$ cat src/rtl/core/cdq_pkg.sv
// ----------------------------------------------------------------------------
// cdq_pkg
// Shared types and constants of the circular deque: sizes, command and
// status codes, and the per-item step information passed between modules.
// ----------------------------------------------------------------------------
package cdq_pkg;

  localparam int DEPTH     = 16;
  localparam int IDX_BITS  = $clog2(DEPTH);
  localparam int WORD_BITS = 32;
  localparam int CAP_BITS  = 5;
  localparam int ADDR_BITS = 3;

  localparam logic [CAP_BITS-1:0]  CAP_RESET = CAP_BITS'(16);
  localparam logic [WORD_BITS-1:0] WORD_MIN  = {1'b1, {(WORD_BITS-1){1'b0}}};

  // register index taken from paddr[2]
  localparam logic REG_CAPACITY = 1'b0;

  typedef enum logic [1:0] {
    CMD_PUSH_FRONT = 2'd0,
    CMD_PUSH_BACK  = 2'd1,
    CMD_POP_FRONT  = 2'd2,
    CMD_POP_BACK   = 2'd3
  } cmd_t;

  typedef enum logic [1:0] {
    ST_OK    = 2'd0,
    ST_FULL  = 2'd1,
    ST_EMPTY = 2'd2
  } status_t;

  typedef struct packed {
    status_t status;
    logic    pop_ok;
    logic    empty;
    logic    full;
  } step_t;

  typedef struct packed {
    logic                we;
    logic                re;
    logic [IDX_BITS-1:0] addr;
  } mem_req_t;

endpackage

$ cat src/rtl/core/cdq_ram.sv
// ----------------------------------------------------------------------------
// cdq_ram
// Generic single-clock RAM: one write port, one read port, registered read.
// ----------------------------------------------------------------------------
module cdq_ram #(
  parameter int WIDTH = 32,
  parameter int DEPTH = 16
) (
  input  logic                     clk,
  input  logic                     we,
  input  logic [$clog2(DEPTH)-1:0] waddr,
  input  logic [WIDTH-1:0]         wdata,
  input  logic                     re,
  input  logic [$clog2(DEPTH)-1:0] raddr,
  output logic [WIDTH-1:0]         rdata
);

  logic [WIDTH-1:0] mem [DEPTH];

  always_ff @(posedge clk) begin
    if (we) begin
      mem[waddr] <= wdata;
    end
    if (re) begin
      rdata <= mem[raddr];
    end
  end

endmodule

$ cat src/rtl/core/cdq_ptr.sv
// ----------------------------------------------------------------------------
// cdq_ptr
// Index unit: holds front, rear and the empty mark, decides each command,
// issues the store access and reports status and flags after the step.
// ----------------------------------------------------------------------------
module cdq_ptr (
  input  logic                         clk,
  input  logic                         rst,
  input  logic                         clear,
  input  logic [cdq_pkg::IDX_BITS-1:0] cap_last,
  input  logic                         accept,
  input  logic [1:0]                   command,
  output cdq_pkg::mem_req_t            mem_req,
  output cdq_pkg::step_t               step
);

  logic [cdq_pkg::IDX_BITS-1:0] front, front_next;
  logic [cdq_pkg::IDX_BITS-1:0] rear, rear_next;
  logic                         empty, empty_next;
  logic                         full_now;
  cdq_pkg::cmd_t                cmd;

  function automatic logic [cdq_pkg::IDX_BITS-1:0] idx_inc(
    input logic [cdq_pkg::IDX_BITS-1:0] i,
    input logic [cdq_pkg::IDX_BITS-1:0] last
  );
    return (i >= last) ? '0 : i + 1'b1;
  endfunction

  function automatic logic [cdq_pkg::IDX_BITS-1:0] idx_dec(
    input logic [cdq_pkg::IDX_BITS-1:0] i,
    input logic [cdq_pkg::IDX_BITS-1:0] last
  );
    return (i == '0 || i > last) ? last : i - 1'b1;
  endfunction

  assign cmd      = cdq_pkg::cmd_t'(command);
  assign full_now = !empty && (idx_inc(rear, cap_last) == front);

  always_comb begin
    front_next   = front;
    rear_next    = rear;
    empty_next   = empty;
    mem_req.we   = 1'b0;
    mem_req.re   = 1'b0;
    mem_req.addr = front;
    step.status  = cdq_pkg::ST_OK;
    step.pop_ok  = 1'b0;
    case (cmd)
      cdq_pkg::CMD_PUSH_FRONT, cdq_pkg::CMD_PUSH_BACK: begin
        if (full_now) begin
          step.status = cdq_pkg::ST_FULL;
        end else begin
          mem_req.we = accept;
          if (empty) begin
            front_next = '0;
            rear_next  = '0;
            empty_next = 1'b0;
            mem_req.addr = '0;
          end else if (cmd == cdq_pkg::CMD_PUSH_FRONT) begin
            front_next   = idx_dec(front, cap_last);
            mem_req.addr = front_next;
          end else begin
            rear_next    = idx_inc(rear, cap_last);
            mem_req.addr = rear_next;
          end
        end
      end
      default: begin
        if (empty) begin
          step.status = cdq_pkg::ST_EMPTY;
        end else begin
          step.pop_ok  = 1'b1;
          mem_req.re   = accept;
          mem_req.addr = (cmd == cdq_pkg::CMD_POP_FRONT) ? front : rear;
          if (front == rear) begin
            front_next = '0;
            rear_next  = '0;
            empty_next = 1'b1;
          end else if (cmd == cdq_pkg::CMD_POP_FRONT) begin
            front_next = idx_inc(front, cap_last);
          end else begin
            rear_next = idx_dec(rear, cap_last);
          end
        end
      end
    endcase
    step.empty = empty_next;
    step.full  = !empty_next && (idx_inc(rear_next, cap_last) == front_next);
  end

  always_ff @(posedge clk) begin
    if (rst || clear) begin
      front <= '0;
      rear  <= '0;
      empty <= 1'b1;
    end else if (accept) begin
      front <= front_next;
      rear  <= rear_next;
      empty <= empty_next;
    end
  end

endmodule

$ cat src/rtl/core/circular_deque_unit.sv
// ----------------------------------------------------------------------------
// circular_deque_unit
// Double-ended queue of signed words in a circular 16-entry store.
// ----------------------------------------------------------------------------
// Usage:
//   command channel (cmd_valid / cmd_stall): one word carries a command
//   (push front, push back, pop front, pop back) and the word to push.
//   response channel (rsp_valid / rsp_stall): one word per command with
//   status, popped value, and the empty and full flags after the command.
//   On the way to rsp_valid the command is decided and the store accessed
//   in the cycle it is accepted, the store's registered read is captured
//   in a holding stage, and the response register is loaded from there.
//   Throughput is one word per cycle while rsp_stall is low; the store's
//   single read port and the one-entry holding stage set that figure.
//   The capacity register (APB, byte address 0) sets how many entries take
//   part; writing it empties the deque. Write only while no command is open.
//   Reset empties the deque and sets capacity 16; the store itself is not
//   cleared, since only pushed entries are ever read.
//   While rsp_stall is high the response holds; one more command is taken
//   into the holding stage, then cmd_stall rises.
// ----------------------------------------------------------------------------
module circular_deque_unit (
  input  logic                                clk,
  input  logic                                rst,
  input  logic                                cmd_valid,
  output logic                                cmd_stall,
  input  logic [1:0]                          command,
  input  logic signed [cdq_pkg::WORD_BITS-1:0] push_value,
  output logic                                rsp_valid,
  input  logic                                rsp_stall,
  output logic [1:0]                          status,
  output logic signed [cdq_pkg::WORD_BITS-1:0] popped_value,
  output logic                                empty_flag,
  output logic                                full_flag,
  input  logic                                psel,
  input  logic                                penable,
  input  logic                                pwrite,
  input  logic [cdq_pkg::ADDR_BITS-1:0]       paddr,
  input  logic [31:0]                         pwdata,
  output logic [31:0]                         prdata,
  output logic                                pready
);

  logic [cdq_pkg::CAP_BITS-1:0] capacity_in_use;
  logic [cdq_pkg::IDX_BITS-1:0] cap_last;
  logic [cdq_pkg::CAP_BITS-1:0] cap_raw;
  logic                         cfg_write;
  logic                         accept;
  logic                         hold_valid, hold_move;
  cdq_pkg::step_t               step, hold_step;
  cdq_pkg::mem_req_t            mem_req;
  logic [cdq_pkg::WORD_BITS-1:0] rdata;
  logic [cdq_pkg::WORD_BITS-1:0] result_word;

  assign pready    = 1'b1;
  assign cfg_write = psel && penable && pwrite && pready && (paddr[2] == cdq_pkg::REG_CAPACITY);
  assign prdata    = (paddr[2] == cdq_pkg::REG_CAPACITY) ? 32'(capacity_in_use) : '0;
  assign cap_raw   = pwdata[cdq_pkg::CAP_BITS-1:0];

  // capacity stored raw for readback, plus the clamped last index
  always_ff @(posedge clk) begin
    if (rst) begin
      capacity_in_use <= cdq_pkg::CAP_RESET;
      cap_last        <= cdq_pkg::IDX_BITS'(cdq_pkg::DEPTH - 1);
    end else if (cfg_write) begin
      capacity_in_use <= cap_raw;
      if (cap_raw == '0) begin
        cap_last <= '0;
      end else if (cap_raw > cdq_pkg::CAP_BITS'(cdq_pkg::DEPTH)) begin
        cap_last <= cdq_pkg::IDX_BITS'(cdq_pkg::DEPTH - 1);
      end else begin
        cap_last <= cdq_pkg::IDX_BITS'(cap_raw - 1'b1);
      end
    end
  end

  assign hold_move = hold_valid && (!rsp_valid || !rsp_stall);
  assign cmd_stall = hold_valid && !hold_move;
  assign accept    = cmd_valid && !cmd_stall;

  cdq_ptr u_ptr (
    .clk      (clk),
    .rst      (rst),
    .clear    (cfg_write),
    .cap_last (cap_last),
    .accept   (accept),
    .command  (command),
    .mem_req  (mem_req),
    .step     (step)
  );

  // read data stays put while a pop waits in the holding stage: no new read
  cdq_ram #(
    .WIDTH (cdq_pkg::WORD_BITS),
    .DEPTH (cdq_pkg::DEPTH)
  ) u_ram (
    .clk   (clk),
    .we    (mem_req.we),
    .waddr (mem_req.addr),
    .wdata (push_value),
    .re    (mem_req.re),
    .raddr (mem_req.addr),
    .rdata (rdata)
  );

  always_ff @(posedge clk) begin
    if (rst) begin
      hold_valid <= 1'b0;
    end else if (accept) begin
      hold_valid <= 1'b1;
    end else if (hold_move) begin
      hold_valid <= 1'b0;
    end
  end

  always_ff @(posedge clk) begin
    if (accept) begin
      hold_step <= step;
    end
  end

  always_comb begin
    if (hold_step.pop_ok) begin
      result_word = rdata;
    end else if (hold_step.status == cdq_pkg::ST_EMPTY) begin
      result_word = cdq_pkg::WORD_MIN;
    end else begin
      result_word = '0;
    end
  end

  always_ff @(posedge clk) begin
    if (rst) begin
      rsp_valid <= 1'b0;
    end else if (hold_move) begin
      rsp_valid <= 1'b1;
    end else if (!rsp_stall) begin
      rsp_valid <= 1'b0;
    end
  end

  always_ff @(posedge clk) begin
    if (hold_move) begin
      status       <= hold_step.status;
      popped_value <= result_word;
      empty_flag   <= hold_step.empty;
      full_flag    <= hold_step.full;
    end
  end

endmodule

$ cat config.mk
export PLATFORM = sky130hd
export DESIGN_NAME = circular_deque_unit
export DESIGN_NICKNAME = d
export VERILOG_FILES = /design/src/rtl/core/cdq_pkg.sv /design/src/rtl/core/cdq_ram.sv /design/src/rtl/core/cdq_ptr.sv /design/src/rtl/core/circular_deque_unit.sv
export SDC_FILE = /design/constraint.sdc
export NUM_CORES = 1
export LEC_CHECK = 0
export ABC_AREA = 1
export BUFFER_PORTS_ARGS = -buffer_cell sky130_fd_sc_hd__buf_4
export CAP_MARGIN = 5
export CELL_PAD_IN_SITES_DETAIL_PLACEMENT = 0
export CELL_PAD_IN_SITES_GLOBAL_PLACEMENT = 1
export CORE_MARGIN = 2
export CORE_UTILIZATION = 49
export DETAILED_ROUTE_END_ITERATION = 12
export GPL_TIMING_DRIVEN = 0
export PLACE_DENSITY_LB_ADDON = 0.1
export SKIP_LAST_GASP = 1
export SLEW_MARGIN = 20
export SYNTH_ARGS = -nofsm -noshare
export SYNTH_HDL_FRONTEND = slang
export SYNTH_HIERARCHICAL = 1
export SYNTH_SLANG_ARGS = --single-unit
$ cat constraint.sdc
create_clock -name clk -period 5.9 [get_ports clk]
set_input_delay 1.475 -clock clk [delete_from_list [all_inputs] [get_ports clk]]
set_output_delay 1.475 -clock clk [all_outputs]
set_load 0.05 [all_outputs]
==> results by group <==
Critical path
  • Most used cell along the critical path: nand2_1
  • CP arrival: 4.85 ns
  • Worst Path Max Fanout: 18
  • Required @ worst endpoint: 6.19 ns
  • Critical path class: reg2reg
  • CP delay by family, top: simple AND/OR/NAND/NOR gates
  • Worst Path Buf+Inv: 4
  • Cell Chain, Critical Path: buf_4, inv_1, ha_1, nand4_2, nand3_1, nor2_1, nand2_1, nand2_1, nor2_4, nand2_4, buf_6, o21ai_0, nand2_1, nand2_1, o21ai_0, nand3b_1, nor2_4, buf_12
  • Crit. End Element: flip-flop
  • Startpoint types: flip-flop
  • Cells on worst reg2reg path: 18
  • Critical path's largest stage delay: 0.80 ns
  • CP Depth: 18
  • CP max-delay cell: nor2_4

Yosys
  • Area contributors post-synth: edfxtp_1 65%, nand2_1 11%, nand3_1 7.6%, inv_1 6.5%, dfxtp_1 1.5%
  • Cell count after synthesis: 2673
  • Post-synthesis sequential area ratio: 66.00%
  • FF+latch count, synth: 605
  • Netlist cell types: 39
  • Syn. warnings: 6
  • Syn Std Cell Area: 27220 um^2
  • Post-synth top area share: 64.53%
  • Main synth FF type: edfxtp_1
  • Number of flops mapped to enable cells by yosys: 585
  • Top cell type by total area after synthesis: edfxtp_1
  • Syn avg cell area: 10.18 um^2
  • Asr flop ratio synth: 0%

GRT
  • Remaining global-route overflow: 0
  • First-pass GRT wire length: 111900 um
  • Largest net degree at the start of global routing: 22
  • Vias in the first global route: 17680
  • Initial antenna violation count: 0
  • Total routing usage reported by global routing: 26.96%

STA
  • Slew Viols, Final: 0
  • Max transition margin: 31.10%
  • Slew of the pin with the lowest slew margin: 1.034 ns
  • F_max: 0.2192 GHz
  • Fin Clk Skew: 0.01475 ns
  • Fin worst setup slack: 1.339 ns
  • Final setup fails: 0
  • Final setup TNS: 0 ns
  • Minimum clock period: 4.561 ns
  • Tcrit/Tclk final: 77.31%
  • RSZ-0062 raised after global routing: no
  • Fin. Hold Viols: 0

Pwr
  • Total power: 10.18 mW
  • Power per Cell Area: 320.9 nW/um^2
  • Static leakage: 13.81 nW
  • Max IR drop VDD: 238.4 uV

Floorplan
  • Core ar.: 54990 um^2
  • Die Y-Extent: 239.7 um
  • Die width: 239.7 um
  • Placement row count: 86
  • Top Ports: 147
  • Die footprint: 57460 um^2
  • Initial Util: 49.51%

Place
  • HPWL Detailed: 50980 um
  • Placed Area: 29720 um^2
  • I/O Buffers: 88
  • Place WS: 0.8166 ns
  • RePlAce Congestion: 0.8421

Cells and area
  • Final Instance Area: 31740 um^2
  • Commonest non-fill, non-tap cell in the layout: nand2_1
  • Fraction of layout instances using a drive strength above 1: 12.59%
  • Syn-to-layout area delta: 16.58%
  • Antenna Cells: 0
  • Final Net Count: 2979
  • Layout Utilization: 57.72%
  • Commonest non-fill, non-tap cells in the layout: 809 x nand2_1, 585 x edfxtp_1, 469 x inv_1, 414 x nand3_1, 130 x buf_4

CTS
  • Worst-path clk slew: 0.06 ns
  • Num CTS Buffers: 66
  • Root Buffer: clkbuf_16
  • Setup Fix Bufs, Post-CTS: 0
  • CTS tree: done
  • Worst skew pair latency: 0.60 ns
  • Clock sinks: 605
  • Resize count post-CTS: 0
  • CTS H-tree lvls: 3
  • Hold buffers post-CTS: 0
  • CTS max path bufs: 3

Drt
  • # DRC: 0
  • WL/cell: 20.71 um
  • DR vias: 18950
  • DR pass1 iterations: 6
  • Vias per inst: 5.152
  • Routed wire length: 76170 um
  • Number of antenna-violating nets in the routed design: 0
  • 1st-iter DRT viols: 1737

Run
  • Maxcap violations: 0

Min path
  • Hold Path Cell Cnt: 0
  • Worst hold-check path type: reg2reg

Status
  • Status: finished, final reports clean
[synth_stat cells (2+ instances only)]
| library cell | count |
|---|---|
| a21oi_1 | 36 |
| buf_1 | 14 |
| buf_2 | 48 |
| buf_4 | 38 |
| buf_6 | 32 |
| clkbuf_1 | 19 |
| clkinv_1 | 2 |
| conb_1 | 2 |
| dfxtp_1 | 20 |
| edfxtp_1 | 585 |
| ha_1 | 19 |
| inv_1 | 469 |
| inv_2 | 7 |
| nand2_1 | 809 |
| nand2_2 | 5 |
| nand2_4 | 2 |
| nand3_1 | 414 |
| nand3_2 | 3 |
| nand3b_1 | 3 |
| nand4_1 | 14 |
| nand4_2 | 2 |
| nor2_1 | 51 |
| nor2_2 | 3 |
| nor2_4 | 3 |
| nor3_1 | 3 |
| o211ai_1 | 5 |
| o21ai_0 | 40 |
| o21ai_1 | 7 |
| o31ai_1 | 2 |
| xor2_1 | 7 |
[routing by layer]
layer | part of all wire (%) | GRT usage (%)
met2 | 46 | 42.35
met5 | 0 | 0
met3 | 6.9 | 3.884
met1 | 44 | 38.16
met4 | 3.4 | 10.23
[cells by family after synthesis]
kind of cell | count (synthesis) | share of synthesized area, %
fa+ha+maj | 19 | 0.8733
compound gates | 92 | 1.802
flops | 605 | 66.00
buf+inv | 633 | 10.43
simple gates | 1313 | 20.55
other cells | 2 | 0.02759
xor+xnor | 9 | 0.3172
[per-stage QoR]
step	hold WS, ns	cells
finish	0.4290	3678
global placement	0.4263	3535
detailed placement	0.4186	3564
global route	0.4311	3678
floorplan	0.4003	2699
CTS	0.4315	3678
[sequential cells by signal, indices dropped and copies added (netlist names)]
name             count
u_ram/mem          512
popped_value        32
u_ram/rdata         32
capacity_in_use      5
hold_step            5
cap_last             4
u_ptr/front          4
u_ptr/rear           4
status               2
empty_flag           1
full_flag            1
hold_valid           1
rsp_valid            1
u_ptr/empty          1
[final timing paths]
kind | slack (ns) | end | startpoint
max | 1.34 | u_ram/mem[10][11] | u_ptr/rear[0]
min | 0.43 | full_flag | hold_step[0]
max reg2reg | 1.34 | u_ram/mem[10][11] | u_ptr/rear[0]
min reg2reg | 0.43 | full_flag | hold_step[0]
[layout make-up]
type,instances,area [um^2]
Clock inverter,34,249.0
Inverter,480,1805
Sequential cell,605,17970
Clock buffer,80,1768
Timing Repair Buffer,117,1326
Tap cell,748,935.9
Buffer,153,1035
Multi-Input combinational cell,1461,6649
Fill cell,4662,23250
[power breakdown]
group / total [mW] / switching, mW / internal (mW)
clock network: 3.89 / 1.67 / 2.22
logic: 1.46 / 1.04 / 0.422
registers: 4.83 / 0.0227 / 4.81
total: 10.2 / 2.73 / 7.45
[worst reg2reg max path, stage by stage, from the launching register on]
cell	delay, ns
dfxtp_1	0.34
buf_4	0.19
inv_1	0.14
ha_1	0.31
nand4_2	0.18
nand3_1	0.16
nor2_1	0.13
nand2_1	0.06
nand2_1	0.13
nor2_4	0.07
nand2_4	0.08
buf_6	0.15
o21ai_0	0.14
nand2_1	0.09
nand2_1	0.05
o21ai_0	0.46
nand3b_1	0.47
nor2_4	0.81
buf_12	0.27
Note: power is estimated with default switching activity, not from simulation.
